File: config.mk
export PLATFORM = sky130hd
export DESIGN_NAME = fpds_front
export DESIGN_NICKNAME = d
export VERILOG_FILES = /design/src/sv/fixed_point_divide_saturating_macros.svh /design/src/sv/fpds_pkg.sv /design/src/sv/fpds_front.sv
export SDC_FILE = /design/constraint.sdc
export NUM_CORES = 1
export LEC_CHECK = 0
export BUFFER_PORTS_ARGS = -buffer_cell sky130_fd_sc_hd__buf_4
export CORE_MARGIN = 2
export CORE_UTILIZATION = 40
export CTS_CLUSTER_SIZE = 30
export DETAILED_ROUTE_END_ITERATION = 8
export PLACE_DENSITY = 0.75
export SLEW_MARGIN = 5
export SYNTH_ARGS = -nofsm -noshare
export SYNTH_HDL_FRONTEND = slang
export SYNTH_SLANG_ARGS = --single-unit
File: constraint.sdc
create_clock -name i_clk -period 5.3 [get_ports i_clk]
set_input_delay 1.06 -clock i_clk [delete_from_list [all_inputs] [get_ports i_clk]]
set_output_delay 1.06 -clock i_clk [all_outputs]
set_load 0.02 [all_outputs]
File: src/sv/fixed_point_divide_saturating_macros.svh
// Assertion macros for the saturating fixed-point divider.
// Each macro takes a label, the clock, the active-low reset, a condition and a consequence.
`ifndef FIXED_POINT_DIVIDE_SATURATING_MACROS_SVH
`define FIXED_POINT_DIVIDE_SATURATING_MACROS_SVH
`ifndef SYNTH
`define FPDS_ASSERT_SAME(label, clk, rst_n, cond, conseq) \
    label: assert property (@(posedge clk) disable iff (!rst_n) (cond) |-> (conseq)) \
        else $error("fpds assertion failed");
`define FPDS_ASSERT_NEXT(label, clk, rst_n, cond, conseq) \
    label: assert property (@(posedge clk) disable iff (!rst_n) (cond) |=> (conseq)) \
        else $error("fpds assertion failed");
`else
`define FPDS_ASSERT_SAME(label, clk, rst_n, cond, conseq)
`define FPDS_ASSERT_NEXT(label, clk, rst_n, cond, conseq)
`endif
`endif

File: src/sv/fpds_pkg.sv
`timescale 1ns / 1ps
package fpds_pkg;

    localparam int DataW    = 32;
    localparam int FracBits = 16;
    localparam int OvfShift = 14;
    // Quotient bits produced by the divide chain, one per stage.
    localparam int DqW      = FracBits + OvfShift;
    localparam int NumSteps = DqW;

    localparam logic [DataW-1:0] QMax = {1'b0, {(DataW-1){1'b1}}};
    localparam logic [DataW-1:0] QMin = {1'b1, {(DataW-1){1'b0}}};

    typedef struct packed {
        logic signed [DataW-1:0] dividend;
        logic signed [DataW-1:0] divisor;
    } t_in_item;

    typedef struct packed {
        logic signed [DataW-1:0] quotient;
        logic                    saturated;
    } t_out_item;

    // One item in flight through the divide chain. The dq field starts as the
    // low numerator bits and fills with quotient bits from the right.
    typedef struct packed {
        logic [DataW-1:0] rem;
        logic [DqW-1:0]   dq;
        logic [DataW-1:0] mb;
        logic             neg;
        logic             sat;
    } t_stage;

endpackage

File: src/sv/fpds_front.sv
`timescale 1ns / 1ps
module fpds_front (
    input  logic              i_clk,
    input  logic              i_rst_n,
    input  logic              i_en,
    input  logic              i_valid,
    input  fpds_pkg::t_in_item i_item,
    output logic              o_valid,
    output fpds_pkg::t_stage  o_stage
);

    logic [fpds_pkg::DataW-1:0] w_a;
    logic [fpds_pkg::DataW-1:0] w_b;
    logic [fpds_pkg::DataW-1:0] w_ma;
    logic [fpds_pkg::DataW-1:0] w_mb;
    logic [fpds_pkg::DataW-1:0] w_ma_hi;
    fpds_pkg::t_stage           n_stage;
    fpds_pkg::t_stage           r_stage;
    logic                       r_valid;

    assign w_a = $unsigned(i_item.dividend);
    assign w_b = $unsigned(i_item.divisor);

    // The most negative value negates to itself, which read unsigned is 2^31.
    assign w_ma = w_a[fpds_pkg::DataW-1] ? (~w_a + 1'b1) : w_a;
    assign w_mb = w_b[fpds_pkg::DataW-1] ? (~w_b + 1'b1) : w_b;
    assign w_ma_hi = {{fpds_pkg::OvfShift{1'b0}}, w_ma[fpds_pkg::DataW-1:fpds_pkg::OvfShift]};

    always_comb begin
        n_stage.rem = w_ma_hi;
        n_stage.dq  = {w_ma[fpds_pkg::OvfShift-1:0], {fpds_pkg::FracBits{1'b0}}};
        n_stage.mb  = w_mb;
        n_stage.neg = w_a[fpds_pkg::DataW-1] ^ w_b[fpds_pkg::DataW-1];
        n_stage.sat = (w_ma_hi >= w_mb);
    end

    always_ff @(posedge i_clk) begin
        if (!i_rst_n) begin
            r_valid <= 1'b0;
        end else if (i_en) begin
            r_valid <= i_valid;
        end
    end

    always_ff @(posedge i_clk) begin
        if (i_en) begin
            r_stage <= n_stage;
        end
    end

    assign o_valid = r_valid;
    assign o_stage = r_stage;

endmodule

==> impl_metrics.json, run 1 <==
{
  "h-tree-depth": 3,
  "max_slew.worst_pin.slew_ns": 0.847,
  "post_cts_resized": 0,
  "die_height_um": 108,
  "max-clock-path-buffers": 2,
  "min_delay_src": "o_valid",
  "p_sw_frac": 0.303,
  "worst_case_headroom_to_the_max_slew_limit": 0.435,
  "yosys.cell_types.count": 52,
  "detailed_router_iteration_count_before_antenna_repair": 4,
  "pwr-share-clk": 0.275,
  "grt_pass1_vias": 3279,
  "clkSinkCount": 67,
  "status": "finished clean",
  "power.density_cell_area_nw_per_um2": 268,
  "grt.total_usage": 0.186,
  "buffer_ports.inserted": 134,
  "dieArea_um2": 11600,
  "ys_ff_latch": 67,
  "vias_per_cell": 5.08,
  "maxCapViolCount": 0,
  "final-setup-viol-count": 0,
  "grt_remaining_overflow": 0,
  "post_route_cells_drive_above_1_share": 0.320,
  "ys.warnings.count": 0,
  "ir_worst_vdd_mv": 0.104,
  "clock_latency_reported_for_the_late_side_of_the_worst_skew_pair_ns": 0.35,
  "post_drt_wl_per_cell_um": 16.3,
  "cts_tree": "yes",
  "clock.fmax_ghz": 0.232,
  "maximum_number_of_pins_on_one_net_before_global_route_repair": 68,
  "synth_cells": 381,
  "dpl_worst_slack_ns": 0.655,
  "vias": 3342,
  "gpl.final_weighted_congestion": 0.892,
  "die_width_um": 108,
  "synth_edf_count": 66,
  "dp_cells": 642,
  "worst-endpoint-arrival_ns": 4.42,
  "required_ns": 5.41,
  "hold_path.class": "flop to flop",
  "critPathKind": "input port to flop",
  "drt_first_iter_violations": 176,
  "finish.net_count": 605,
  "layout.filler_cells": 947,
  "slew_viol_final": 0,
  "antenna_left": 0,
  "launch_point_of_the_worst_path": "i_item[49]",
  "initial_utilization": 0.414,
  "power.share.combinational": 0.274,
  "route.final.wire_length_um": 10700,
  "top_level_ports": 165,
  "area_delta_synth_final_pct": 28.3,
  "fin_skew_ns": 0,
  "post_cts_hold_buffer_count": 0,
  "rsz0062_at_grt": "false",
  "tritoncts.num_buffers": 9,
  "static_leak_nw": 2.23,
  "hold_violations": 0,
  "num_rows": 37,
  "core-area_um2": 10400,
  "timing.setup.tns_ns": 0,
  "clk_transition_reported_paths_ns": 0.07,
  "post-route-period-util": 0.814,
  "detailed_place_hpwl_um": 8300,
  "post-route-drc-count": 0,
  "avgSynthCellArea_um2": 11.3,
  "synth_area_um2": 4290,
  "synthFlopType": "edfxtp_1",
  "final.min_clock_period_ns": 4.31,
  "seq_area_frac_synth": 0.466,
  "worst-path-max-fanout": 3,
  "stdcell_count": 658,
  "share_seq_of_total_power": 0.451,
  "async_reset_ff_frac": 0,
  "n_antenna_cell": 0,
  "total_switching_power_w": 0.000447,
  "critPathLaunchType": "input port",
  "internal_power_w": 0.00103,
  "cts.root.buffer_cell": "clkbuf_8",
  "first_pass_grt_wire_length_um": 16400,
  "rr_startpoint": "o_valid",
  "endpoint_kind": "flop",
  "cts_setup_buffers": 0,
  "antenna_found_initial": 0,
  "layout_setup_ws_ns": 0.988
}
state kept, by name (all words and copies together), names as in the netlist:
signal and flops:
o_valid 1, o_stage 66
synthesized netlist by cell type (7+ instances only):
cell type	count	share of area
edfxtp_1	66	0.46
xnor2_1	44	0.090
buf_4	30	0.052
nand2_1	27	0.024
ha_1	20	0.058
inv_1	20	0.017
o21ai_0	19	0.022
xor2_1	17	0.035
o31ai_1	14	0.024
nor3_1	12	0.014
nor2_1	11	0.0096
or3_1	11	0.016
or4_1	10	0.017
o41ai_1	8	0.016
a21oi_1	7	0.0082
kinds of logic (layout without fill, tap and decap cells):
kind of cell	Yosys count	in the layout	synth area share
AO/OA/AOI/OAI	62	62	0.110
AND/OR/NAND/NOR	110	110	0.158
flip-flops	67	67	0.466
adder cells (fa/ha/maj)	20	20	0.0583
XOR/XNOR	61	61	0.124
buffers and inverters	58	170	0.0773
other	1	30	0.000874
multiplexers	2	2	0.00466
cells in the final DEF, fill, tap and decap left out, drive strengths merged, types with 5 or more instances in the layout:
cell type / count
buf: 134
edfxtp: 66
xnor2: 44
conb: 30
nand2: 28
inv: 20
ha: 20
o21ai: 19
xor2: 17
o31ai: 15
nor3: 12
or4: 12
o41ai: 12
nor2: 11
or3: 11
clkbuf: 10
a21oi: 7
nand2b: 6
nor4: 6
or2: 5
layer usage:
| layer | wire length (um) | GRT usage |
|---|---|---|
| met2 | 5420 | 0.317 |
| met3 | 561 | 0.0285 |
| met5 | 0 | 0 |
| met1 | 4370 | 0.225 |
| met4 | 376 | 0.0998 |
stage by stage:
step / instance area [um2] / power [W] / hold WS (ns) / util
6_report: 5500 / 0.00147 / 0.529 / 0.531
5_1_grt: 5500 / 0.00154 / 0.562 / 0.531
4_1_cts: 5500 / 0.00148 / 0.534 / 0.531
3_5_place_dp: 5320 / 0.00108 / 0.521 / 0.513
3_3_place_gp: 5320 / 0.00107 / 0.499 / 0.513
2_1_floorplan: 4400 / 0.000907 / 0.589 / -
layout make-up:
type / count / area, um2 / share of cell area
multi-input cells: 285 / 2070 / 0.376
flip-flops and latches: 67 / 2000 / 0.364
repair buffers: 134 / 1010 / 0.183
well taps: 136 / 170 / 0.0309
clock buffers: 10 / 128 / 0.0232
inverters: 20 / 75.1 / 0.0136
clock inverters: 6 / 56.3 / 0.0102
worst paths after layout:
check                to  slack [ns]  depth (start not counted)
min reg2reg     o_valid        0.53                          2
min             o_valid        0.53                          2
max          o_stage[0]        0.99                         12
max reg2reg     o_valid        4.71                          2
critical path, stage by stage:
cell and delay, ns:
buf_4 0.12, or3_1 0.41, or4b_1 0.52, or4_4 0.51, o31ai_1 0.25, xnor2_1 0.18, ha_1 0.27, a211o_1 0.28
a2111oi_0 0.40, o41ai_1 0.17, a21oi_1 0.19, nor4_2 0.07
power by group through the flow:
| stage | combinational [W] | clock [W] | sequential (W) |
|---|---|---|---|
| 2_1_floorplan | 0.000162 | 0 | 0.000745 |
| 3_3_place_gp | 0.000394 | 0 | 0.000675 |
| 3_5_place_dp | 0.000402 | 0 | 0.000676 |
| 4_1_cts | 0.000405 | 0.000412 | 0.000666 |
| 5_1_grt | 0.000439 | 0.000431 | 0.000670 |
| 6_report | 0.000404 | 0.000406 | 0.000665 |
Power figures use the tool's default switching activity.
==> run 2: changes to the inputs <==
--- a/config.mk
+++ b/config.mk
@@ -10,7 +10,7 @@
 export CORE_UTILIZATION = 40
 export CTS_CLUSTER_SIZE = 30
 export DETAILED_ROUTE_END_ITERATION = 8
-export PLACE_DENSITY = 0.75
+export PLACE_DENSITY = 0.78
 export SLEW_MARGIN = 5
 export SYNTH_ARGS = -nofsm -noshare
 export SYNTH_HDL_FRONTEND = slang
==> constraint.sdc (replaced) <==
create_clock -name i_clk -period 3.8 [get_ports i_clk]
set_input_delay 0.76 -clock i_clk [delete_from_list [all_inputs] [get_ports i_clk]]
set_output_delay 0.76 -clock i_clk [all_outputs]
set_load 0.02 [all_outputs]
==> run 2 against run 1 <==
Clock skew is the same. Routed wire length grew 5.1%. Global-route usage grew 0.50 points. First-iteration DRC count grew 15%. Cell count grew 6.7%. Via count grew 6.5%. Critical path type unchanged. Largest cell class unchanged. Highest routed layer unchanged.
==> impl_metrics.json, run 2 (synthesis results as in run 1) <==
{
  "tritoncts.num_buffers": 9,
  "detailed_router_iteration_count_before_antenna_repair": 4,
  "cp_cell_sequence": "buf_6, or3_4, or4b_4, or4_4, o31ai_4, xnor2_2, ha_1, a211o_1, a2111oi_4, o41ai_2, a21oi_1, nor4_2",
  "hold_path.class": "flop to flop",
  "finish.net_count": 649,
  "clkSinkCount": 67,
  "max_slew.worst_pin.slew_ns": 0.872,
  "die_width_um": 108,
  "required_ns": 3.90,
  "gpl.final_weighted_congestion": 0.926,
  "most-common-layout-cells": "buf_4 (176), edfxtp_1 (66), xnor2_1 (43)",
  "top_level_ports": 165,
  "slew_viol_final": 0,
  "num_rows": 37,
  "mostFrequentLayoutCell": "buf_4",
  "max-clock-path-buffers": 2,
  "critPathKind": "input port to flop",
  "clk_transition_reported_paths_ns": 0.07,
  "layout.filler_cells": 887,
  "vias": 3558,
  "post-route-period-util": 0.986,
  "crit_path_top_delay_cell": "or4_4",
  "worst-path-max-fanout": 3,
  "first_pass_grt_wire_length_um": 16800,
  "clock.fmax_ghz": 0.267,
  "antenna_found_initial": 0,
  "final.min_clock_period_ns": 3.75,
  "detailed_place_hpwl_um": 8810,
  "route.final.wire_length_um": 11300,
  "power.density_cell_area_nw_per_um2": 355,
  "initial_utilization": 0.414,
  "layout_setup_ws_ns": 0.0529,
  "grt_remaining_overflow": 0,
  "grt_pass1_vias": 3298,
  "worst-endpoint-arrival_ns": 3.85,
  "worst_case_headroom_to_the_max_slew_limit": 0.419,
  "final-setup-viol-count": 0,
  "cts_tree": "yes",
  "maximum_number_of_pins_on_one_net_before_global_route_repair": 68,
  "ir_worst_vdd_mv": 0.167,
  "h-tree-depth": 3,
  "antenna_left": 0,
  "timing.setup.tns_ns": 0,
  "cts_setup_buffers": 0,
  "n_antenna_cell": 0,
  "dpl_worst_slack_ns": -0.438,
  "worst_path_largest_cell_delay_ns": 0.53,
  "post_route_cells_drive_above_1_share": 0.385,
  "status": "finished clean",
  "area_delta_synth_final_pct": 37.8,
  "die_height_um": 108,
  "final_core_util": 0.570,
  "buffer_ports.inserted": 134,
  "dieArea_um2": 11600,
  "static_leak_nw": 2.46,
  "endpoint_kind": "flop",
  "fin_skew_ns": 0,
  "cts.root.buffer_cell": "clkbuf_8",
  "post_cts_hold_buffer_count": 0,
  "critPathLaunchType": "input port",
  "drt_first_iter_violations": 202,
  "vias_per_cell": 5.07,
  "post_drt_wl_per_cell_um": 16.1,
  "largest_reg_flops": 66,
  "post-route-drc-count": 0,
  "maxCapViolCount": 0,
  "grt.total_usage": 0.191,
  "clock_latency_reported_for_the_late_side_of_the_worst_skew_pair_ns": 0.34,
  "core-area_um2": 10400,
  "hold_violations": 0
}
run 2: cell types whose count changed in the layout (fill, tap and decap cells not counted), moves of 2 or more:
cell      delta
o41ai_2      +3
o41ai_1      -3
buf_6        +2
clkinv_1     +2
buf_4       +42
run 2: worst max-delay path: cells and delay by family:
| kind | cells | cell delay, ns |
|---|---|---|
| compound gates | 5 | 1.10 |
| simple gates | 4 | 1.47 |
| fa+ha+maj | 1 | 0.26 |
| xor+xnor | 1 | 0.15 |
| buf+inv | 1 | 0.10 |
run 2: final timing paths:
check             start         end  slack, ns  depth (start not counted)
min reg2reg     o_valid     o_valid       0.54                          2
max          i_item[49]  o_stage[0]       0.05                         12
max reg2reg     o_valid     o_valid       3.19                          2
min             o_valid     o_valid       0.54                          2
run 2: layout make-up:
class                           instances  area [um2]  area share
Clock buffer                            9         124      0.0210
Multi-Input combinational cell        285        2140       0.362
Timing Repair Buffer                  178        1340       0.227
Tap cell                              136         170      0.0288
Sequential cell                        67        2000       0.339
Inverter                               20        75.1      0.0127
Clock inverter                          7        58.8     0.00995
run 2: metal layers:
metal | vias up | share of wire | global-route usage
met2 | 163 | 0.49 | 0.314
met3 | 38 | 0.070 | 0.0448
met1 | 1650 | 0.39 | 0.227
met4 | 0 | 0.046 | 0.115
li1 | 1707 | - | -
met5 | - | 0 | 0
run 2: timing repair:
action,in CTS,in global routing
setup endpoints to repair,1,1
pin swaps,6,6
resized for setup,4,6
run 2: through the flow:
stage / instances / cell area [um2] / total power, W / hold WS [ns]
global route: 702 / 5910 / 0.00218 / 0.558
finish: 702 / 5910 / 0.00210 / 0.541
CTS: 702 / 5880 / 0.00211 / 0.548
global placement: 686 / 5660 / 0.00152 / 0.500
floorplan: 410 / 4410 / 0.00127 / 0.589
detailed placement: 686 / 5660 / 0.00154 / 0.527
run 2: where the power goes:
part	switching (W)	total (W)	internal, W
logic	0.000346	0.000610	0.000264
clock network	0.000269	0.000563	0.000294
registers	0.0000221	0.000926	0.000904
total	0.000638	0.00210	0.00146
