$ cat src/sv/fixed_point_divide_saturating_macros.svh
// Assertion macros for the saturating fixed-point divider.
// Each macro takes a label, the clock, the active-low reset, a condition and a consequence.
`ifndef FIXED_POINT_DIVIDE_SATURATING_MACROS_SVH
`define FIXED_POINT_DIVIDE_SATURATING_MACROS_SVH
`ifndef SYNTH
`define FPDS_ASSERT_SAME(label, clk, rst_n, cond, conseq) \
    label: assert property (@(posedge clk) disable iff (!rst_n) (cond) |-> (conseq)) \
        else $error("fpds assertion failed");
`define FPDS_ASSERT_NEXT(label, clk, rst_n, cond, conseq) \
    label: assert property (@(posedge clk) disable iff (!rst_n) (cond) |=> (conseq)) \
        else $error("fpds assertion failed");
`else
`define FPDS_ASSERT_SAME(label, clk, rst_n, cond, conseq)
`define FPDS_ASSERT_NEXT(label, clk, rst_n, cond, conseq)
`endif
`endif

$ cat src/sv/fpds_pkg.sv
`timescale 1ns / 1ps
package fpds_pkg;

    localparam int DataW    = 32;
    localparam int FracBits = 16;
    localparam int OvfShift = 14;
    // Quotient bits produced by the divide chain, one per stage.
    localparam int DqW      = FracBits + OvfShift;
    localparam int NumSteps = DqW;

    localparam logic [DataW-1:0] QMax = {1'b0, {(DataW-1){1'b1}}};
    localparam logic [DataW-1:0] QMin = {1'b1, {(DataW-1){1'b0}}};

    typedef struct packed {
        logic signed [DataW-1:0] dividend;
        logic signed [DataW-1:0] divisor;
    } t_in_item;

    typedef struct packed {
        logic signed [DataW-1:0] quotient;
        logic                    saturated;
    } t_out_item;

    // One item in flight through the divide chain. The dq field starts as the
    // low numerator bits and fills with quotient bits from the right.
    typedef struct packed {
        logic [DataW-1:0] rem;
        logic [DqW-1:0]   dq;
        logic [DataW-1:0] mb;
        logic             neg;
        logic             sat;
    } t_stage;

endpackage

$ cat src/sv/fpds_out.sv
`timescale 1ns / 1ps
module fpds_out (
    input  logic               i_clk,
    input  logic               i_rst_n,
    input  logic               i_valid,
    input  fpds_pkg::t_stage   i_stage,
    input  logic               i_stall,
    output logic               o_en,
    output logic               o_valid,
    output fpds_pkg::t_out_item o_item
);

    logic [fpds_pkg::DataW-1:0] w_mag;
    fpds_pkg::t_out_item        n_item;
    fpds_pkg::t_out_item        r_out;
    fpds_pkg::t_out_item        r_skid;
    logic                       r_out_valid;
    logic                       r_skid_valid;
    logic                       w_out_free;
    logic                       w_arrive;

    assign w_mag = {{(fpds_pkg::DataW-fpds_pkg::DqW){1'b0}}, i_stage.dq};

    always_comb begin
        n_item.saturated = i_stage.sat;
        if (i_stage.sat) begin
            n_item.quotient = i_stage.neg ? fpds_pkg::QMin : fpds_pkg::QMax;
        end else begin
            n_item.quotient = i_stage.neg ? (~w_mag + 1'b1) : w_mag;
        end
    end

    // The chain advances only while the skid register is empty, so the
    // upstream stall comes straight from a flip-flop.
    assign o_en       = ~r_skid_valid;
    assign w_out_free = ~r_out_valid | ~i_stall;
    assign w_arrive   = o_en & i_valid;

    always_ff @(posedge i_clk) begin
        if (!i_rst_n) begin
            r_out_valid  <= 1'b0;
            r_skid_valid <= 1'b0;
        end else if (w_out_free) begin
            r_out_valid  <= r_skid_valid | w_arrive;
            r_skid_valid <= 1'b0;
        end else if (w_arrive) begin
            r_skid_valid <= 1'b1;
        end
    end

    always_ff @(posedge i_clk) begin
        if (w_out_free) begin
            r_out <= r_skid_valid ? r_skid : n_item;
        end else if (w_arrive) begin
            r_skid <= n_item;
        end
    end

    assign o_valid = r_out_valid;
    assign o_item  = r_out;

endmodule
$ cat config.mk
export PLATFORM = sky130hd
export DESIGN_NAME = fpds_out
export DESIGN_NICKNAME = d
export VERILOG_FILES = /design/src/sv/fixed_point_divide_saturating_macros.svh /design/src/sv/fpds_pkg.sv /design/src/sv/fpds_out.sv
export SDC_FILE = /design/constraint.sdc
export NUM_CORES = 1
export LEC_CHECK = 0
export BUFFER_PORTS_ARGS = -buffer_cell sky130_fd_sc_hd__buf_2
export CORE_ASPECT_RATIO = 1.75
export CORE_MARGIN = 2
export CORE_UTILIZATION = 45
export CTS_CLUSTER_SIZE = 40
export DETAILED_ROUTE_END_ITERATION = 7
export PLACE_DENSITY = 0.72
export SLEW_MARGIN = 20
export SYNTH_ARGS = -nofsm -noshare
export SYNTH_HDL_FRONTEND = slang
export SYNTH_SLANG_ARGS = --single-unit
$ cat constraint.sdc
create_clock -name i_clk -period 6.1 [get_ports i_clk]
set_clock_uncertainty 0.15 [all_clocks]
set_input_delay 0.61 -clock i_clk [delete_from_list [all_inputs] [get_ports i_clk]]
set_output_delay 0.61 -clock i_clk [all_outputs]
set_load 0.01 [all_outputs]
==> results of run 1 <==
placed cells by master (no fill, tap or decap), types with 6 or more instances in the layout:
| master | n |
|---|---|
| sky130_fd_sc_hd__nand4_1 | 12 |
| sky130_fd_sc_hd__o2bb2ai_1 | 6 |
| sky130_fd_sc_hd__buf_4 | 7 |
| sky130_fd_sc_hd__nor3_1 | 18 |
| sky130_fd_sc_hd__clkbuf_16 | 9 |
| sky130_fd_sc_hd__xor2_1 | 8 |
| sky130_fd_sc_hd__nor4_1 | 19 |
| sky130_fd_sc_hd__a21oi_1 | 6 |
| sky130_fd_sc_hd__or2_2 | 7 |
| sky130_fd_sc_hd__nand2_1 | 27 |
| sky130_fd_sc_hd__mux2_2 | 9 |
| sky130_fd_sc_hd__nor2b_1 | 14 |
| sky130_fd_sc_hd__nor2_1 | 52 |
| sky130_fd_sc_hd__o21ai_0 | 31 |
| sky130_fd_sc_hd__or3_1 | 8 |
| sky130_fd_sc_hd__inv_1 | 7 |
| sky130_fd_sc_hd__edfxtp_1 | 66 |
| sky130_fd_sc_hd__nor3b_1 | 9 |
| sky130_fd_sc_hd__nand3_1 | 10 |
| sky130_fd_sc_hd__mux2i_1 | 7 |
| sky130_fd_sc_hd__buf_2 | 70 |
routing by layer:
metal  vias up  track usage [%]  part of all wire [%]
met5         -                0                     0
met4         0             11.2                   3.0
met3        26             5.07                   6.3
met2       131             37.4                    52
met1      1784             25.8                    39
li1       1781                -                     -
power by group:
part	internal (W)	switching [W]
Clock	0.000355	0.000199
Combinational	0.0000699	0.000113
Sequential	0.000551	0.00000629
Total	0.000976	0.000318
final timing paths:
check | end | start | slack, ns
worst min-delay path | o_item[32] | r_skid[32] | 0.38
worst max-delay path | o_en | r_skid_valid | 3.05
worst min register to register | o_item[32] | r_skid[32] | 0.38
worst max register to register | o_item[31] | r_skid_valid | 3.60
metrics by stage:
step | utilization [%] | cells
5_1_grt | 54.6 | 613
4_1_cts | 54.6 | 613
3_5_place_dp | 51.1 | 597
6_report | 54.6 | 613
2_1_floorplan | - | 432
3_3_place_gp | 51.1 | 597
layout make-up:
type / instances / area [sq um] / area share (%)
multi-input cells: 324 / 2040 / 41.1
flip-flops and latches: 68 / 2020 / 40.7
repair buffers: 77 / 403 / 8.12
clock buffers: 9 / 225 / 4.54
well taps: 120 / 150 / 3.03
clock inverters: 7 / 91.3 / 1.84
inverters: 8 / 30.0 / 0.605
sequential cells by signal, summed over array words and instances, names as in the netlist:
register and flops:
o_valid 1, r_skid_valid 1, o_item 33, r_skid 33
kinds of logic (layout without fill, tap and decap cells):
group	Yosys count	count (layout)	share of synthesized area (%)
compound gates	98	98	15.8
flops	68	68	48.0
mux	16	16	4.07
xor+xnor	10	10	2.08
buf+inv	40	101	3.63
simple gates	199	199	26.1
fa+ha+maj	1	1	0.297
critical path: stages, from the launching register on:
cell and delay, ns:
sky130_fd_sc_hd__dfxtp_1 0.31, sky130_fd_sc_hd__buf_4 0.38, sky130_fd_sc_hd__clkinv_1 0.83, sky130_fd_sc_hd__buf_2 0.40
==> impl_metrics.yaml, run 1 <==
floorplanning:
  chipHeight_um: 132
  chipWidth_um: 77.1
  start_util_pct: 46.3
  fp.dieArea_sq_um: 10200
  coreArea_sq_um: 9090
  num_rows: 46
  top_level_port_count: 135
sta:
  final.setup.tns_ns: 0
  post-route-min-period_ns: 3.05
  holdWs_ns: 0.381
  tightestPinTransition_ns: 0.881
  finalHoldViolations: 0
  finalMaxSlewViolations: 0
  achievable-frequency_ghz: 0.328
  timing.slew.headroom_pct: 40.9
  setup_viols_final: 0
  final_min_period_over_clock_period_pct: 50.0
  finalWorstSetupSlack_ns: 3.05
  unrepaired_setup_endpoints_after_global_routing: "false"
cells_and_area:
  net_count_final: 589
  design_area_sq_um: 4960
  layout.filler_cells: 859
  share_of_post_route_cells_with_drive_strength_above_1_pct: 23.9
  syn_to_final_growth_pct: 17.9
  antenna-diode-count: 0
global_routing:
  first_global_vias: 3633
  grt_pass1_wl_mm: 17.8
  global_route.overflow_total: 0
  gr-usage-all-layers_pct: 22.0
  number_of_antenna_violations_at_the_first_check_in_global_routing: 0
  grt_max_degree: 64
yosys:
  number_of_distinct_standard_cells_referenced_by_the_synthesized_netlist: 61
  synth.yosys.warnings: 0
  synth_common_cells: "sky130_fd_sc_hd__edfxtp_1, sky130_fd_sc_hd__nor2_1, sky130_fd_sc_hd__o21ai_0, sky130_fd_sc_hd__nand2_1, sky130_fd_sc_hd__clkbuf_1"
  yosys.cell_count.top_type: "sky130_fd_sc_hd__edfxtp_1"
  largest_cells_by_area_after_synthesis: "sky130_fd_sc_hd__edfxtp_1, sky130_fd_sc_hd__nor2_1, sky130_fd_sc_hd__o21ai_0, sky130_fd_sc_hd__nor4_1, sky130_fd_sc_hd__mux2_2"
  syn_avg_cell_area_sq_um: 9.75
  postSynth.topFlopCell: "sky130_fd_sc_hd__edfxtp_1"
  synth-seq-cells: 68
  cell_taking_the_most_area_after_synthesis: "sky130_fd_sc_hd__edfxtp_1"
  seq_area_frac_synth_pct: 48.0
  synth-edff-count: 66
  syn-num-nets: 533
  ys_async_sr_fraction_pct: 0
  post-synth-top-area-fraction_pct: 47.1
  syn_area_sq_um: 4210
  synth_cells: 432
setup_path:
  criticalPathCategory: "reg2out"
  reg2reg_depth: 3
  element_type_at_the_critical_path_start: "flop"
  end_kind: "primary output"
  worstPathArrival_ns: 2.29
  worst-endpoint-required_ns: 5.34
  cp_max_fo: 41
routing:
  drtAntennaViolNets: 0
  drcViolationCount: 0
  finalWirelength_mm: 11.1
  first_iter_violations: 411
  drtPass1Iterations: 4
  routed_wire_length_per_instance_um: 18.2
  vias: 3722
  average_vias_per_placed_instance: 6.07
power_and_ir_drop:
  cellPowerDensity_nw_per_um2: 261
  ir_worst_vdd_mv: 0.182
  power.static_leakage_nw: 1.73
  total_power_w: 0.00129
place:
  place_worst_setup_slack_ns: 3.21
  place_area_sq_um: 4650
  buffer_ports.inserted: 70
  dp_hpwl_mm: 7.59
  gp_congestion: 0.911
clocking:
  cts-root-buf: "sky130_fd_sc_hd__clkbuf_16"
  clock_tree.buffer_depth: 2
  clock-sinks: 68
  htree_num_levels: 3
  cts_post_setup_buffers_inserted: 0
  cts_hold_buffers: 0
  cts_tree: "done"
  cts_buffer_count: 9
  clkTransAtPathRegs_ns: 0.05
  worst_skew_pair.late_latency_ns: 0.34
  post_cts.resized_instances: 0
min_path:
  hold_path_class: "reg2reg"
  holdPathStages: 2
run:
  max_cap_viol_count: 0
outcome:
  outcome: "finished, final reports clean"
(Power assumes the default switching activity.)
==> run 2: changes to the inputs <==
--- a/config.mk
+++ b/config.mk
@@ -11,7 +11,7 @@
 export CORE_UTILIZATION = 45
 export CTS_CLUSTER_SIZE = 40
 export DETAILED_ROUTE_END_ITERATION = 7
-export PLACE_DENSITY = 0.72
+export PLACE_DENSITY = 0.75
 export SLEW_MARGIN = 20
 export SYNTH_ARGS = -nofsm -noshare
 export SYNTH_HDL_FRONTEND = slang
==> constraint.sdc (replaced) <==
create_clock -name i_clk -period 2.62 [get_ports i_clk]
set_clock_uncertainty 0.15 [all_clocks]
set_input_delay 0.262 -clock i_clk [delete_from_list [all_inputs] [get_ports i_clk]]
set_output_delay 0.262 -clock i_clk [all_outputs]
set_load 0.01 [all_outputs]
==> run 2 against run 1 <==
Effect of this change:
- register-to-register slack got worse by 2.9 ns
- global-route usage up 1.3 points
- clock power up 130%
- via count grew 4.1%
- worst hold slack worse by 0.34 ns
- design area grew 3.2%
- combinational power up 140%
- flip-flop and latch count is the same
- power is 140% higher
- critical path type is now in2reg
==> impl_metrics.yaml, run 2 (synthesized netlist as in run 1, its figures left out) <==
floorplanning:
  start_util_pct: 46.3
  chipWidth_um: 77.1
  num_rows: 46
  top_level_port_count: 135
  fp.dieArea_sq_um: 10200
  chipHeight_um: 132
  coreArea_sq_um: 9090
global_routing:
  grt_pass1_wl_mm: 18.6
  gr-usage-all-layers_pct: 23.3
  number_of_antenna_violations_at_the_first_check_in_global_routing: 0
  global_route.overflow_total: 0
  first_global_vias: 3758
  grt_max_degree: 41
power_and_ir_drop:
  clkPwrFrac_pct: 42.7
  switching_share_pct: 25.0
  total_switching_power_w: 0.000763
  total_power_w: 0.00305
  total_internal_power_w: 0.00228
  ir_worst_vdd_mv: 0.510
  comb_power_share_pct: 14.7
  seq_power_share_pct: 42.6
  cellPowerDensity_nw_per_um2: 595
  power.static_leakage_nw: 1.83
clocking:
  clkTransAtPathRegs_ns: 0.05
  post_cts.resized_instances: 0
  cts_hold_buffers: 0
  cts_tree: "done"
  cts_buffer_count: 9
  worst_skew_pair.late_latency_ns: 0.34
  clock_tree.buffer_depth: 2
  cts_post_setup_buffers_inserted: 0
  clock-sinks: 68
  cts-root-buf: "sky130_fd_sc_hd__clkbuf_16"
  htree_num_levels: 3
cells_and_area:
  net_count_final: 607
  commonest_cells_after_routing_fill_and_taps_aside: "sky130_fd_sc_hd__buf_2, sky130_fd_sc_hd__edfxtp_1, sky130_fd_sc_hd__nor2_1"
  final-seq-area_sq_um: 2020
  syn_to_final_growth_pct: 21.6
  multiInputGateArea_sq_um: 2050
  commonest_non_fill_non_tap_cell_in_the_layout: "sky130_fd_sc_hd__buf_2"
  layout.filler_cells: 842
  antenna-diode-count: 0
  share_of_post_route_cells_with_drive_strength_above_1_pct: 27.0
setup_path:
  critPathMaxStageDelay_ns: 0.46
  worstPathArrival_ns: 2.11
  criticalPathCategory: "in2reg"
  element_type_at_the_critical_path_start: "primary input"
  crit_chain: "buf_2, inv_1, ha_1, nor3b_2, nand3_1, or3_1, a32oi_1"
  worst-endpoint-required_ns: 2.65
  end_kind: "flop"
  worst_path_dominant_cell_family: "simple AND/OR/NAND/NOR gates"
  cp_max_fo: 6
  critPathBufInv: 2
  crit_slowest_cell: "sky130_fd_sc_hd__nor3b_2"
sta:
  finalHoldViolations: 0
  finalWorstSetupSlack_ns: 0.544
  final.setup.tns_ns: 0
  timing.slew.headroom_pct: 57.1
  post-route-min-period_ns: 2.08
  holdWs_ns: 0.0458
  final_min_period_over_clock_period_pct: 79.3
  unrepaired_setup_endpoints_after_global_routing: "false"
  tightestPinTransition_ns: 0.644
  setup_viols_final: 0
  finalMaxSlewViolations: 0
  achievable-frequency_ghz: 0.482
place:
  place_worst_setup_slack_ns: 0.216
  buffer_ports.inserted: 70
  gp_congestion: 0.933
  dp_hpwl_mm: 8.36
routing:
  finalWirelength_mm: 12.0
  first_iter_violations: 393
  vias: 3876
  drcViolationCount: 0
  routed_wire_length_per_instance_um: 19.0
  average_vias_per_placed_instance: 6.14
  drtAntennaViolNets: 0
  drtPass1Iterations: 5
run:
  max_cap_viol_count: 0
min_path:
  hold_path_class: "in2reg"
outcome:
  outcome: "finished, final reports clean"
==> run 2: worst paths after layout <==
check / from / end / slack [ns] / cells after the start
min reg2reg: r_skid[32] / o_item[32] / 0.38 / 2
max reg2reg: r_skid_valid / o_item[30] / 0.66 / 4
min: i_rst_n / r_skid_valid / 0.05 / 2
max: i_stage[34] / o_item[17] / 0.54 / 7
==> run 2: area by class of cell <==
cell class	instances	area share, %
flip-flops and latches	68	39.5
well taps	120	2.93
clock inverters	7	1.78
multi-input cells	324	40.0
clock buffers	9	4.40
inverters	8	0.587
repair buffers	95	10.8
==> run 2: layer usage <==
layer,vias up,routed length (um),share of wire (%),global-route usage [%]
met4,0,515,4.3,13.4
met3,33,735,6.1,4.25
met1,1851,4600,38,27.1
met5,-,0,0,0
li1,1808,-,-,-
met2,184,6120,51,39.8
==> run 2: per-stage QoR <==
step | area [sq um] | cells | util (%)
after floorplan | 4220 | 432 | -
after global placement | 4800 | 615 | 52.8
final | 5120 | 631 | 56.3
after detailed placement | 4800 | 615 | 52.8
after CTS | 5120 | 631 | 56.3
after global routing | 5120 | 631 | 56.3
==> run 2: power by group through the flow <==
stage | Combinational, W | Clock, W | Sequential, W
after floorplan | 0.000231 | 0 | 0.00135
final | 0.000448 | 0.00130 | 0.00130
after detailed placement | 0.000444 | 0 | 0.00132
after global routing | 0.000489 | 0.00136 | 0.00130
after global placement | 0.000431 | 0 | 0.00132
after CTS | 0.000447 | 0.00132 | 0.00130
