<file path="src/sv/fixed_point_divide_saturating_macros.svh">
// Assertion macros for the saturating fixed-point divider.
// Each macro takes a label, the clock, the active-low reset, a condition and a consequence.
`ifndef FIXED_POINT_DIVIDE_SATURATING_MACROS_SVH
`define FIXED_POINT_DIVIDE_SATURATING_MACROS_SVH
`ifndef SYNTH
`define FPDS_ASSERT_SAME(label, clk, rst_n, cond, conseq) \
    label: assert property (@(posedge clk) disable iff (!rst_n) (cond) |-> (conseq)) \
        else $error("fpds assertion failed");
`define FPDS_ASSERT_NEXT(label, clk, rst_n, cond, conseq) \
    label: assert property (@(posedge clk) disable iff (!rst_n) (cond) |=> (conseq)) \
        else $error("fpds assertion failed");
`else
`define FPDS_ASSERT_SAME(label, clk, rst_n, cond, conseq)
`define FPDS_ASSERT_NEXT(label, clk, rst_n, cond, conseq)
`endif
`endif

</file>
<file path="src/sv/fpds_pkg.sv">
`timescale 1ns / 1ps
package fpds_pkg;

    localparam int DataW    = 32;
    localparam int FracBits = 16;
    localparam int OvfShift = 14;
    // Quotient bits produced by the divide chain, one per stage.
    localparam int DqW      = FracBits + OvfShift;
    localparam int NumSteps = DqW;

    localparam logic [DataW-1:0] QMax = {1'b0, {(DataW-1){1'b1}}};
    localparam logic [DataW-1:0] QMin = {1'b1, {(DataW-1){1'b0}}};

    typedef struct packed {
        logic signed [DataW-1:0] dividend;
        logic signed [DataW-1:0] divisor;
    } t_in_item;

    typedef struct packed {
        logic signed [DataW-1:0] quotient;
        logic                    saturated;
    } t_out_item;

    // One item in flight through the divide chain. The dq field starts as the
    // low numerator bits and fills with quotient bits from the right.
    typedef struct packed {
        logic [DataW-1:0] rem;
        logic [DqW-1:0]   dq;
        logic [DataW-1:0] mb;
        logic             neg;
        logic             sat;
    } t_stage;

endpackage

</file>
<file path="src/sv/fpds_div_step.sv">
`timescale 1ns / 1ps
module fpds_div_step (
    input  logic             i_clk,
    input  logic             i_rst_n,
    input  logic             i_en,
    input  logic             i_valid,
    input  fpds_pkg::t_stage i_stage,
    output logic             o_valid,
    output fpds_pkg::t_stage o_stage
);

    logic [fpds_pkg::DataW:0]   w_shifted;
    logic [fpds_pkg::DataW+1:0] w_diff;
    logic                       w_ge;
    fpds_pkg::t_stage           n_stage;
    fpds_pkg::t_stage           r_stage;
    logic                       r_valid;

    // Bring down the next numerator bit and try one subtraction.
    assign w_shifted = {i_stage.rem, i_stage.dq[fpds_pkg::DqW-1]};
    assign w_diff    = {1'b0, w_shifted} - {2'b00, i_stage.mb};
    assign w_ge      = ~w_diff[fpds_pkg::DataW+1];

    always_comb begin
        n_stage     = i_stage;
        n_stage.rem = w_ge ? w_diff[fpds_pkg::DataW-1:0] : w_shifted[fpds_pkg::DataW-1:0];
        n_stage.dq  = {i_stage.dq[fpds_pkg::DqW-2:0], w_ge};
    end

    always_ff @(posedge i_clk) begin
        if (!i_rst_n) begin
            r_valid <= 1'b0;
        end else if (i_en) begin
            r_valid <= i_valid;
        end
    end

    always_ff @(posedge i_clk) begin
        if (i_en) begin
            r_stage <= n_stage;
        end
    end

    assign o_valid = r_valid;
    assign o_stage = r_stage;

endmodule

</file>
<file path="config.mk">
export PLATFORM = sky130hd
export DESIGN_NAME = fpds_div_step
export DESIGN_NICKNAME = d
export VERILOG_FILES = /design/src/sv/fixed_point_divide_saturating_macros.svh /design/src/sv/fpds_pkg.sv /design/src/sv/fpds_div_step.sv
export SDC_FILE = /design/constraint.sdc
export NUM_CORES = 1
export LEC_CHECK = 0
export BUFFER_PORTS_ARGS = -buffer_cell sky130_fd_sc_hd__buf_2
export CORE_ASPECT_RATIO = 1.1
export CORE_UTILIZATION = 43
export DETAILED_ROUTE_END_ITERATION = 12
export PLACE_DENSITY_LB_ADDON = 0.3
export SYNTH_ARGS = -nofsm -noshare
export SYNTH_HDL_FRONTEND = slang
export SYNTH_SLANG_ARGS = --single-unit
</file>
<file path="constraint.sdc">
create_clock -name i_clk -period 4.1 [get_ports i_clk]
set_clock_uncertainty 0.1 [all_clocks]
set_input_delay 0.615 -clock i_clk [delete_from_list [all_inputs] [get_ports i_clk]]
set_output_delay 0.615 -clock i_clk [all_outputs]
set_load 0.005 [all_outputs]
</file>
==> key figures, run 1 <==
CTS
  • CTS clock-pin slew for the worst setup and hold paths: 70 ps
  • Clk_lat worst skew: 350 ps
  • # hold bufs at CTS: 0
  • # resized after CTS: 0
  • Clock buffer depth: 2
  • Number of CTS-inserted buffers: 9
  • CTS Root Cell: clkbuf_16
  • CTS tree: yes
  • H-tree Lvls: 3
  • Sink Count: 97
  • # Post-CTS Setup Buffers: 0

Synth
  • Post-synthesis xor/xnor area fraction: 4.02%
  • Top cells by area, synth: edfxtp_1 55%, ha_1 7.7%, mux2_1 5.6%, inv_1 2.9%, a21oi_1 2.6%
  • Post-synth top area cell: edfxtp_1
  • Seq/Total Area, Yosys: 55.5%
  • Mux cell area share after synthesis: 7.06%
  • Mean Syn Cell Area: 12.5 µm²
  • Main combinational cell family by area after synthesis: compound AO/OA/AOI/OAI gates
  • Asr flop ratio synth: 0%
  • Post-synthesis adder-cell area fraction: 8.04%
  • Main synth FF type: edfxtp_1
  • Synth Area in Simple Gates: 7.94%
  • Compound-Gate Fraction of Synth Area: 13.6%
  • FF+latch count, synth: 97
  • Post-Synthesis Cells: 418
  • EDFF count, synth: 96
  • Post-synth net total: 551
  • Syn. warnings: 0
  • Cell Area, Synth: 0.00523 mm²
  • Top cell type's share of synthesized area: 55.1%
  • Netlist cell types: 59

Route
  • Detailed Routing Iterations Pass 1: 4
  • First DRT Iteration DRCs: 161
  • Routed WL: 12300 µm
  • Vias: 4063
  • Post-route DRC: 0
  • Post-route ant nets: 0
  • Wirelength per Cell: 15.8 µm
  • DR vias/cell: 5.22

Worst setup path
  • Cell Chain, Critical Path: buf_2, inv_1, ha_1, inv_1, fa_1, a211oi_1, o211a_1, o31ai_2, o41a_1, a41oi_2, o21ai_1, a21boi_1, mux2_1
  • CP arrival: 3440 ps
  • Origin of the critical flop-to-flop path: o_valid$_SDFFE_PN0P_
  • CP most frequent cell: inv_1
  • Setup crit end: o_stage[92]$_DFFE_PP_
  • CP max stage cell: o41a_1
  • Setup crit start kind: primary input
  • Critical Path RT: 4100 ps
  • CP max FO: 4
  • R2R depth: 2
  • Critical path class: in2reg
  • R2r setup slk: 3410 ps
  • Biggest cell delay along the critical path: 450 ps
  • Crit path from: i_stage[63]
  • Nature of the critical path endpoint: flip-flop
  • Reg2reg end: o_valid$_SDFFE_PN0P_

Timing
  • Final worst slack: 651 ps
  • Max_slew headroom: 64.5%
  • Max-slew violation count: 0
  • Max Freq: 290 MHz
  • Setup TNS: 0 ps
  • Unrepaired setup endpoints after global routing: no
  • Final Hold Slack: 339 ps
  • Fin. Hold Viols: 0
  • Worst-Margin Slew: 528 ps
  • Final Critical Period: 3450 ps
  • Final setup fails: 0
  • Final Cycle Share: 84.1%

Placed design
  • Pre-CTS WS: 306 ps
  • Placed Area: 0.00640 mm²
  • Port Buffers: 196
  • Placer Congestion: 0.824
  • Detailed Place HPWL: 9660 µm
  • Placed insts: 763

Floorplan
  • Core Footprint: 0.0116 mm²
  • IO Count: 197
  • Chip height: 118 µm
  • Row count: 41
  • Die ar.: 0.0126 mm²
  • Initial core utilization: 44.9%
  • Die width: 107 µm

Worst hold path
  • Min-Delay Path Class: in2reg

Global routing
  • Grt total ovfl: 0
  • First-pass GRT wire length: 19800 µm
  • Total GRT Usage: 20.2%
  • Initial antenna violation count: 0
  • Number of global-route vias before repair: 4126
  • Largest net degree at the start of global routing: 39

Layout
  • Antenna diode count: 0
  • Fin util: 57.5%
  • Most common cell after layout, fill and taps aside: buf_2
  • Share of post-route cells with drive strength above 1: 36.4%
  • Layout Nets: 757
  • Area grow syn2layout: 28.1%
  • Final cell count without fillers: 779
  • Fin area: 0.00670 mm²
  • Commonest cells after routing, fill and taps aside: 195 x buf_2, 96 x edfxtp_1, 40 x inv_1

Power and ir drop
  • Pwr per Cell Area: 403 mW/mm²
  • VDD IR max: 0.194 mV
  • Overall power: 2.70 mW
  • Leak Pwr: 3.01 nW

Job
  • Max_cap viols: 0

Status
  • Status: finished, final reports clean
[per-layer routing]
layer | vias to the layer above | track usage [%] | wire length (µm)
met5 | - | 0 | 0
li1 | 1980 | - | -
met3 | 17 | 3.49 | 758
met1 | 1914 | 24.9 | 5290
met4 | 0 | 7.79 | 195
met2 | 152 | 34.8 | 6080
[cells by family after synthesis]
family	Yosys count
fa+ha+maj	33
compound gates	99
flops	97
xor+xnor	24
buf+inv	47
mux	33
simple gates	85
[synth_stat cells (3+ instances only)]
cell	count
a211oi_1	4
a21o_1	9
a21oi_1	27
a31oi_1	4
and2_1	4
and3_1	10
edfxtp_1	96
ha_1	32
inv_1	40
mux2_1	26
mux2i_1	5
nand2_1	26
nand2b_1	3
nand3_1	5
nand4_1	3
nor2_1	15
nor2b_1	5
nor3_1	7
o211ai_1	4
o21a_1	4
o21ai_0	11
o21ai_1	4
o21bai_1	5
o31ai_1	4
xnor2_1	15
xor2_1	9
[critical path: cells and delay by family]
kind / cells / cell delay, ps
compound gates: 7 / 1710
fa+ha+maj: 2 / 600
buf+inv: 3 / 220
mux: 1 / 300
[report_power, final]
group          leakage (nW)  switching (mW)  internal (mW)
Clock                 0.150           0.382          0.483
Combinational          1.92           0.307          0.278
Sequential            0.948          0.0267           1.22
[flip-flops by register name, summed over array words and instances (netlist names)]
signal / flops
o_stage: 96
o_valid: 1
[area by class of cell]
class                   count  area, µm²
well taps                 150        188
inverters                  40        150
clock buffers              10        229
flip-flops and latches     97       2900
fillers                  1023       4950
clock inverters             6       72.6
repair buffers            202       1030
multi-input cells         274       2130
[worst min path at each step]
stage	startpoint	endpoint	slack, ps	cells after the start
after floorplan	o_valid$_SDFFE_PN0P_	o_valid$_SDFFE_PN0P_	410	2
after global placement	o_valid$_SDFFE_PN0P_	o_valid$_SDFFE_PN0P_	390	2
after detailed placement	o_valid$_SDFFE_PN0P_	o_valid$_SDFFE_PN0P_	430	2
after CTS	i_stage[1]	o_stage[1]$_DFFE_PP_	320	1
after global routing	i_stage[1]	o_stage[1]$_DFFE_PP_	330	1
final	i_stage[43]	o_stage[44]$_DFFE_PP_	340	1
No activity file was read; power rests on OpenSTA's default activity.
==> run 2, diff against run 1 <==
--- a/config.mk
+++ b/config.mk
@@ -5,6 +5,7 @@
 export SDC_FILE = /design/constraint.sdc
 export NUM_CORES = 1
 export LEC_CHECK = 0
+export ABC_AREA = 1
 export BUFFER_PORTS_ARGS = -buffer_cell sky130_fd_sc_hd__buf_2
 export CORE_ASPECT_RATIO = 1.1
 export CORE_UTILIZATION = 43
==> constraint.sdc (replaced) <==
create_clock -name i_clk -period 2.9 [get_ports i_clk]
set_clock_uncertainty 0.1 [all_clocks]
set_input_delay 0.435 -clock i_clk [delete_from_list [all_inputs] [get_ports i_clk]]
set_output_delay 0.435 -clock i_clk [all_outputs]
set_load 0.005 [all_outputs]
==> run 2 against run 1 <==
Net effect: sequential share of layout area decreased by 5.2 points; setup slack worse by 120 ps; global-route usage is 1.2 points higher; register-to-register slack lost 1200 ps; synthesized area grew 16%; via count increased by 29%; sequential power grew 40%; clock-buffer cell count unchanged; largest power group unchanged.
==> key figures, run 2 <==
Synth
  • Post-synth top cells: 264 x nand2_1, 143 x inv_1, 96 x edfxtp_1, 58 x nand3_1, 40 x nor2_1
  • Top cells by area, synth: edfxtp_1 48%, nand2_1 16%, inv_1 8.9%, ha_1 6.6%, nand3_1 4.8%
  • Cell Area, Synth: 0.00605 mm² (+16%)
  • Post-synth top area cell: edfxtp_1
  • Top-count cell post-synth: nand2_1
  • Mean Syn Cell Area: 8.19 µm² (-35%)
  • Netlist cell types: 31 (-47%)
  • Post-synth net total: 872 (+58%)
  • Top cell type's share of synthesized area: 47.6% (-7.5 points)
  • Main synth FF type: edfxtp_1
  • Post-Synthesis Cells: 739 (+77%)
  • FF+latch count, synth: 97 (unchanged)
  • Asr flop ratio synth: 0% (unchanged)
  • Syn. warnings: 0 (unchanged)
  • Seq/Total Area, Yosys: 48.0% (-7.6 points)
  • EDFF count, synth: 96 (unchanged)

Worst setup path
  • Cell Chain, Critical Path: buf_2, inv_1, ha_1, inv_1, fa_1, nand3_1, nand3_1, nand2_1, nand2_1, nand2_1, nand2_1, nand2_1, nand3_1, nand3_2, nand2_1
  • Critical path buffers and inverters: 3 (unchanged)
  • Setup crit start kind: primary input
  • Biggest cell delay along the critical path: 480 ps (+30 ps)
  • CP arrival: 2390 ps (-1050 ps)
  • Critical path class: in2reg
  • Cell family with most CP delay: simple AND/OR/NAND/NOR gates
  • Nature of the critical path endpoint: flip-flop
  • CP max FO: 4 (unchanged)
  • CP most frequent cell: nand2_1
  • CP max stage cell: fa_1
  • Critical Path RT: 2920 ps (-1180 ps)

Route
  • Wirelength per Cell: 13.3 µm (-16%)
  • Post-route ant nets: 0 (unchanged)
  • Vias: 5239 (+29%)
  • Detailed Routing Iterations Pass 1: 4 (unchanged)
  • First DRT Iteration DRCs: 291 (+81%)
  • Post-route DRC: 0 (unchanged)
  • DR vias/cell: 4.60 (-12%)
  • Routed WL: 15100 µm (+23%)

Timing
  • Final Critical Period: 2370 ps
  • Worst-Margin Slew: 460 ps (-68.2 ps)
  • Max Freq: 422 MHz
  • Max-slew violation count: 0 (unchanged)
  • Unrepaired setup endpoints after global routing: no
  • Fin. Hold Viols: 0 (unchanged)
  • Max_slew headroom: 69.3% (+4.9 points)
  • Setup TNS: 0 ps (unchanged)
  • Final Hold Slack: 149 ps (-190 ps)
  • Final Cycle Share: 81.7%
  • Final setup fails: 0 (unchanged)

CTS
  • CTS clock-pin slew for the worst setup and hold paths: 70 ps (about the same)
  • CTS tree: yes
  • # hold bufs at CTS: 0 (unchanged)
  • # resized after CTS: 0 (unchanged)
  • H-tree Lvls: 3 (unchanged)
  • Clk_lat worst skew: 360 ps (about the same)
  • Sink Count: 97 (unchanged)
  • # Post-CTS Setup Buffers: 0 (unchanged)
  • Clock buffer depth: 2 (unchanged)
  • Number of CTS-inserted buffers: 9 (unchanged)
  • CTS Root Cell: clkbuf_16

Placed design
  • Detailed Place HPWL: 12100 µm (+25%)
  • Port Buffers: 196 (unchanged)
  • Placer Congestion: 0.915 (+11%)

Global routing
  • First-pass GRT wire length: 23800 µm (+20%)
  • Total GRT Usage: 21.4% (+1.2 points)
  • Largest net degree at the start of global routing: 37 (-5.1%)
  • Grt total ovfl: 0 (unchanged)
  • Number of global-route vias before repair: 4958 (+20%)
  • Initial antenna violation count: 0 (unchanged)

Job
  • Max_cap viols: 0 (unchanged)

Layout
  • Area grow syn2layout: 25.7%
  • Layout Nets: 1078 (+42%)
  • Commonest cells after routing, fill and taps aside: 264 x nand2_1, 195 x buf_2, 143 x inv_1
  • Max reg flops: 96 (unchanged)
  • Share of post-route cells with drive strength above 1: 26.3% (-10 points)
  • Most common cell after layout, fill and taps aside: nand2_1
  • Antenna diode count: 0 (unchanged)

Power and ir drop
  • VDD IR max: 0.241 mV (+24%)
  • Leak Pwr: 4.05 nW (+34%)
  • Pwr per Cell Area: 517 mW/mm² (+28%)

Floorplan
  • Chip height: 126 µm (+7.5%)
  • Row count: 45 (+9.8%)
  • Initial core utilization: 43.9% (-1.0 points)
  • IO Count: 197 (unchanged)
  • Die ar.: 0.0146 mm² (+15%)
  • Core Footprint: 0.0138 mm² (+18%)
  • Die width: 115 µm (+7.5%)

Worst hold path
  • Min-Delay Path Class: in2reg

Status
  • Status: finished, final reports clean
==> run 2: changes by cell type in the layout (fill, tap and decap cells not counted), moves of 6 or more <==
cell / delta
a21o_1: -9
a21oi_1: -8
and2_1: +6
and3_1: -9
inv_1: +103
mux2_1: -26
nand2_1: +238
nand3_1: +53
nand3_2: +14
nor2_1: +25
o21ai_0: -9
xnor2_1: -15
xor2_1: +6
==> run 2: layer usage <==
metal	track usage, %	up-vias	share of wire, %
met3	4.73	19	7.0
met5	0	-	0
met1	27.1	2303	45
met2	35.6	171	46
met4	7.94	0	1.9
li1	-	2746	-
==> run 2: cell type report <==
| cell class | instances | area, µm² |
|---|---|---|
| fillers | 1315 | 6190 |
| flip-flops and latches | 97 | 2900 |
| multi-input cells | 487 | 2530 |
| repair buffers | 204 | 1080 |
| inverters | 146 | 548 |
| clock buffers | 10 | 239 |
| well taps | 188 | 235 |
| clock inverters | 6 | 72.6 |
==> run 2: power by group <==
group	total, mW	leakage, nW	switching (mW)	internal [mW]
clock	1.27	0.155	0.566	0.705
sequential	1.75	0.947	0.0318	1.72
combinational	0.911	2.95	0.545	0.366
==> run 2: cell families after synthesis <==
logic type,share of synthesized area (%)
AOI/OAI and AO/OA,2.25
xor gates and xnor gates,2.17
adders and majority gates,6.94
buffers and inverters,10.3
DFF,48.0
and+or+nand+nor,30.4
==> run 2: path summary, 6_finish.rpt <==
kind	startpoint	end	slack [ps]	cells after the start
worst min register to register	o_valid$_SDFFE_PN0P_	o_valid$_SDFFE_PN0P_	450	2
worst max-delay path	i_stage[63]	o_stage[92]$_DFFE_PP_	530	15
worst max register to register	o_valid$_SDFFE_PN0P_	o_valid$_SDFFE_PN0P_	2170	2
worst min-delay path	i_stage[43]	o_stage[44]$_DFFE_PP_	150	1
==> run 2: worst register-to-register path: stages, from the launching register on <==
cell and delay (ps):
dfxtp_1 310, o21ai_0 160, a21oi_1 50
==> run 2: stage by stage <==
| stage | util [%] | power [mW] | setup slack, ps | area, µm² | instances |
|---|---|---|---|---|---|
| after floorplan | - | 2.31 | 702 | 6050 | 739 |
| after global placement | 52.9 | 2.68 | 186 | 7290 | 1122 |
| after detailed placement | 52.9 | 2.69 | 172 | 7290 | 1122 |
| after CTS | 55.1 | 3.96 | 550 | 7610 | 1138 |
| after global routing | 55.1 | 4.13 | 329 | 7610 | 1138 |
| final | 55.1 | 3.93 | 531 | 7610 | 1138 |
==> run 3, diff against run 2 <==
==> constraint.sdc (replaced) <==
create_clock -name i_clk -period 2 [get_ports i_clk]
set_clock_uncertainty 0.1 [all_clocks]
set_input_delay 0.3 -clock i_clk [delete_from_list [all_inputs] [get_ports i_clk]]
set_output_delay 0.3 -clock i_clk [all_outputs]
set_load 0.005 [all_outputs]
==> run 3 against run 2 <==
Net effect: cell area rose by 15%; sequential share of layout area down 4.9 points; flip-flop and latch count unchanged; global-route usage grew 1.7 points; total power up 56%; critical path depth stayed put; combinational power is 84% higher; first-iteration DRC count rose by 31%.
==> key figures, run 3 (same netlist as run 2, synthesis figures left out) <==
Status
  • Status: finished, final reports clean

Global routing
  • Total GRT Usage: 23.1% (+1.7 points)
  • First-pass GRT wire length: 25800 µm (+8.3%)
  • Initial antenna violation count: 0 (unchanged)
  • Number of global-route vias before repair: 5521 (+11%)
  • Grt total ovfl: 0 (unchanged)
  • Largest net degree at the start of global routing: 68 (+84%)

Route
  • Routed WL: 17100 µm (+13%)
  • Top sig layer: met4
  • DR vias/cell: 4.68 (+1.6%)
  • Met1 wire length: 7310 µm (+8.1%)
  • Wire length on met3: 1040 µm (-1.7%)
  • Wirelength per Cell: 13.7 µm (+2.8%)
  • Vias: 5863 (+12%)
  • First DRT Iteration DRCs: 382 (+31%)
  • Routed wl met2: 8340 µm (+19%)
  • Post-route DRC: 0 (unchanged)
  • Post-route ant nets: 0 (unchanged)
  • Detailed Routing Iterations Pass 1: 5 (+1)

Layout
  • Final cell count without fillers: 1254 (+10%)
  • Share of post-route cells with drive strength above 1: 37.5% (+11 points)
  • Most common cell after layout, fill and taps aside: nand2_1
  • Max reg flops: 96 (unchanged)
  • Commonest cells after routing, fill and taps aside: 254 x nand2_1, 195 x buf_2, 143 x inv_1
  • Reg area: 0.00290 mm² (unchanged)
  • FILL cells: 1229 (-6.5%)
  • Area grow syn2layout: 44.2%
  • Layout Nets: 1194 (+11%)
  • Multi-input logic area: 0.00276 mm² (+9.3%)
  • Antenna diode count: 0 (unchanged)

Worst setup path
  • CP most frequent cell: nand2_2
  • Biggest cell delay along the critical path: 350 ps (-130 ps)
  • CP arrival: 1940 ps (-450 ps)
  • R2R depth: 2 (unchanged)
  • Reg2reg end: o_valid$_SDFFE_PN0P_
  • CP max stage cell: fa_2
  • Origin of the critical flop-to-flop path: o_valid$_SDFFE_PN0P_
  • Critical path class: in2reg
  • CP max FO: 4 (unchanged)
  • Nature of the critical path endpoint: flip-flop
  • Cell Chain, Critical Path: buf_2, inv_1, ha_2, inv_1, fa_2, nand3_1, nand3_2, nand2_1, nand2_2, nand2_2, nand2_2, nand2_2, nand3_1, nand3_2, nand2_1
  • R2r setup slk: 1180 ps (-990 ps)
  • Setup crit start kind: primary input
  • Critical Path RT: 2020 ps (-900 ps)

Timing
  • Max Freq: 520 MHz
  • Final Hold Slack: 16.8 ps (-132 ps)
  • Fin. Hold Viols: 0 (unchanged)
  • Max_slew headroom: 76.4% (+7.1 points)
  • Final Cycle Share: 96.1%
  • Worst-Margin Slew: 354 ps (-106 ps)
  • Final Critical Period: 1920 ps
  • Final setup fails: 0 (unchanged)
  • Unrepaired setup endpoints after global routing: yes
  • Max-slew violation count: 0 (unchanged)
  • Final worst slack: 77.3 ps (-454 ps)

Power and ir drop
  • VDD IR max: 0.355 mV (+47%)
  • Leak Pwr: 4.64 nW (+14%)
  • Pwr per Cell Area: 704 mW/mm² (+36%)

CTS
  • Clock buffer depth: 2 (unchanged)
  • Number of CTS-inserted buffers: 9 (unchanged)
  • Sink Count: 97 (unchanged)
  • CTS clock-pin slew for the worst setup and hold paths: 70 ps (about the same)
  • CTS tree: yes
  • Clk_lat worst skew: 350 ps (about the same)
  • H-tree Lvls: 3 (unchanged)
  • CTS Root Cell: clkbuf_16

Worst hold path
  • Min-Delay Path Class: in2reg
  • WHS Path Cells: 1 (unchanged)
  • Hold wc startpoint: i_stage[40]
  • Hold EP: o_stage[41]$_DFFE_PP_

Floorplan
  • Chip height: 126 µm (unchanged)
  • Die ar.: 0.0146 mm² (unchanged)
  • Initial core utilization: 43.9% (unchanged)
  • Core Footprint: 0.0138 mm² (unchanged)
  • Row count: 45 (unchanged)
  • Die width: 115 µm (unchanged)
  • IO Count: 197 (unchanged)

Placed design
  • Placer Congestion: 0.912 (-0.34%)
  • Detailed Place HPWL: 13000 µm (+7.5%)
  • Port Buffers: 196 (unchanged)
  • Placed insts: 1231 (+9.7%)
  • Pre-CTS WS: -398 ps (-570 ps)

Job
  • Max_cap viols: 0 (unchanged)
-- run 3: cell types whose count changed in the layout (fill, tap and decap cells not counted), moves of 5 or more --
| cell | before | now |
|---|---|---|
| ha_4 | 0 | 6 |
| buf_4 | 6 | 116 |
| nand2_1 | 264 | 254 |
| nor2_2 | 3 | 8 |
| nand2_2 | 4 | 14 |
| nor2_1 | 40 | 33 |
| ha_1 | 32 | 24 |
-- run 3: final cells by class --
type,instances,area share (%)
Sequential cell,97,33.2
Multi-Input combinational cell,490,31.6
Timing Repair Buffer,317,22.4
Inverter,146,6.28
Tap cell,188,2.69
Clock buffer,10,2.62
Clock inverter,6,1.15
-- run 3: worst max-delay path by stage --
stage | startpoint | end | slack (ps) | depth (start not counted)
2_1_floorplan | i_stage[63] | o_stage[92]$_DFFE_PP_ | 2 | 14
3_3_place_gp | i_stage[63] | o_stage[92]$_DFFE_PP_ | -350 | 15
3_5_place_dp | i_stage[63] | o_stage[92]$_DFFE_PP_ | -400 | 15
4_1_cts | i_stage[63] | o_stage[86]$_DFFE_PP_ | 10 | 14
5_1_grt | i_stage[63] | o_stage[94]$_DFFE_PP_ | -40 | 14
6_report | i_stage[63] | o_stage[92]$_DFFE_PP_ | 80 | 15
-- run 3: through the flow --
| step | setup TNS, ps | total power, mW | cell area [µm²] | util [%] |
|---|---|---|---|---|
| after global routing | -107 | 6.46 | 8730 | 63.3 |
| after detailed placement | -8930 | 4.15 | 8120 | 58.8 |
| after global placement | -8230 | 4.13 | 8120 | 58.8 |
| after floorplan | 0 | 3.36 | 6060 | - |
| final | 0 | 6.15 | 8730 | 63.3 |
| after CTS | 0 | 6.10 | 8450 | 61.3 |
-- run 3: routing by layer --
metal | up-vias | track usage (%)
li1 | 2989 | -
met1 | 2635 | 28.3
met2 | 206 | 40.1
met3 | 33 | 3.58
met4 | 0 | 9.78
met5 | - | 0
-- run 3: repair_timing --
| item | in CTS | in global routing |
|---|---|---|
| setup buffers | 1 | 3 |
| cloned | 0 | 3 |
| resized for setup | 1 | 41 |
| hold buffers | 0 | 0 |
| pin swaps | 1 | 10 |
| endpoints found under the setup margin | 1 | 32 |
-- run 3: power by group --
part           switching (mW)  leakage, nW  internal (mW)
Combinational           0.910         3.53          0.770
Sequential             0.0469        0.947           2.49
Clock                   0.814        0.161           1.12
Total                    1.77         4.64           4.38
-- run 3: critical path: cells and delay by family --
kind | cells | cell delay (ps)
and+or+nand+nor | 10 | 870
adders and majority gates | 2 | 540
buffers and inverters | 3 | 240
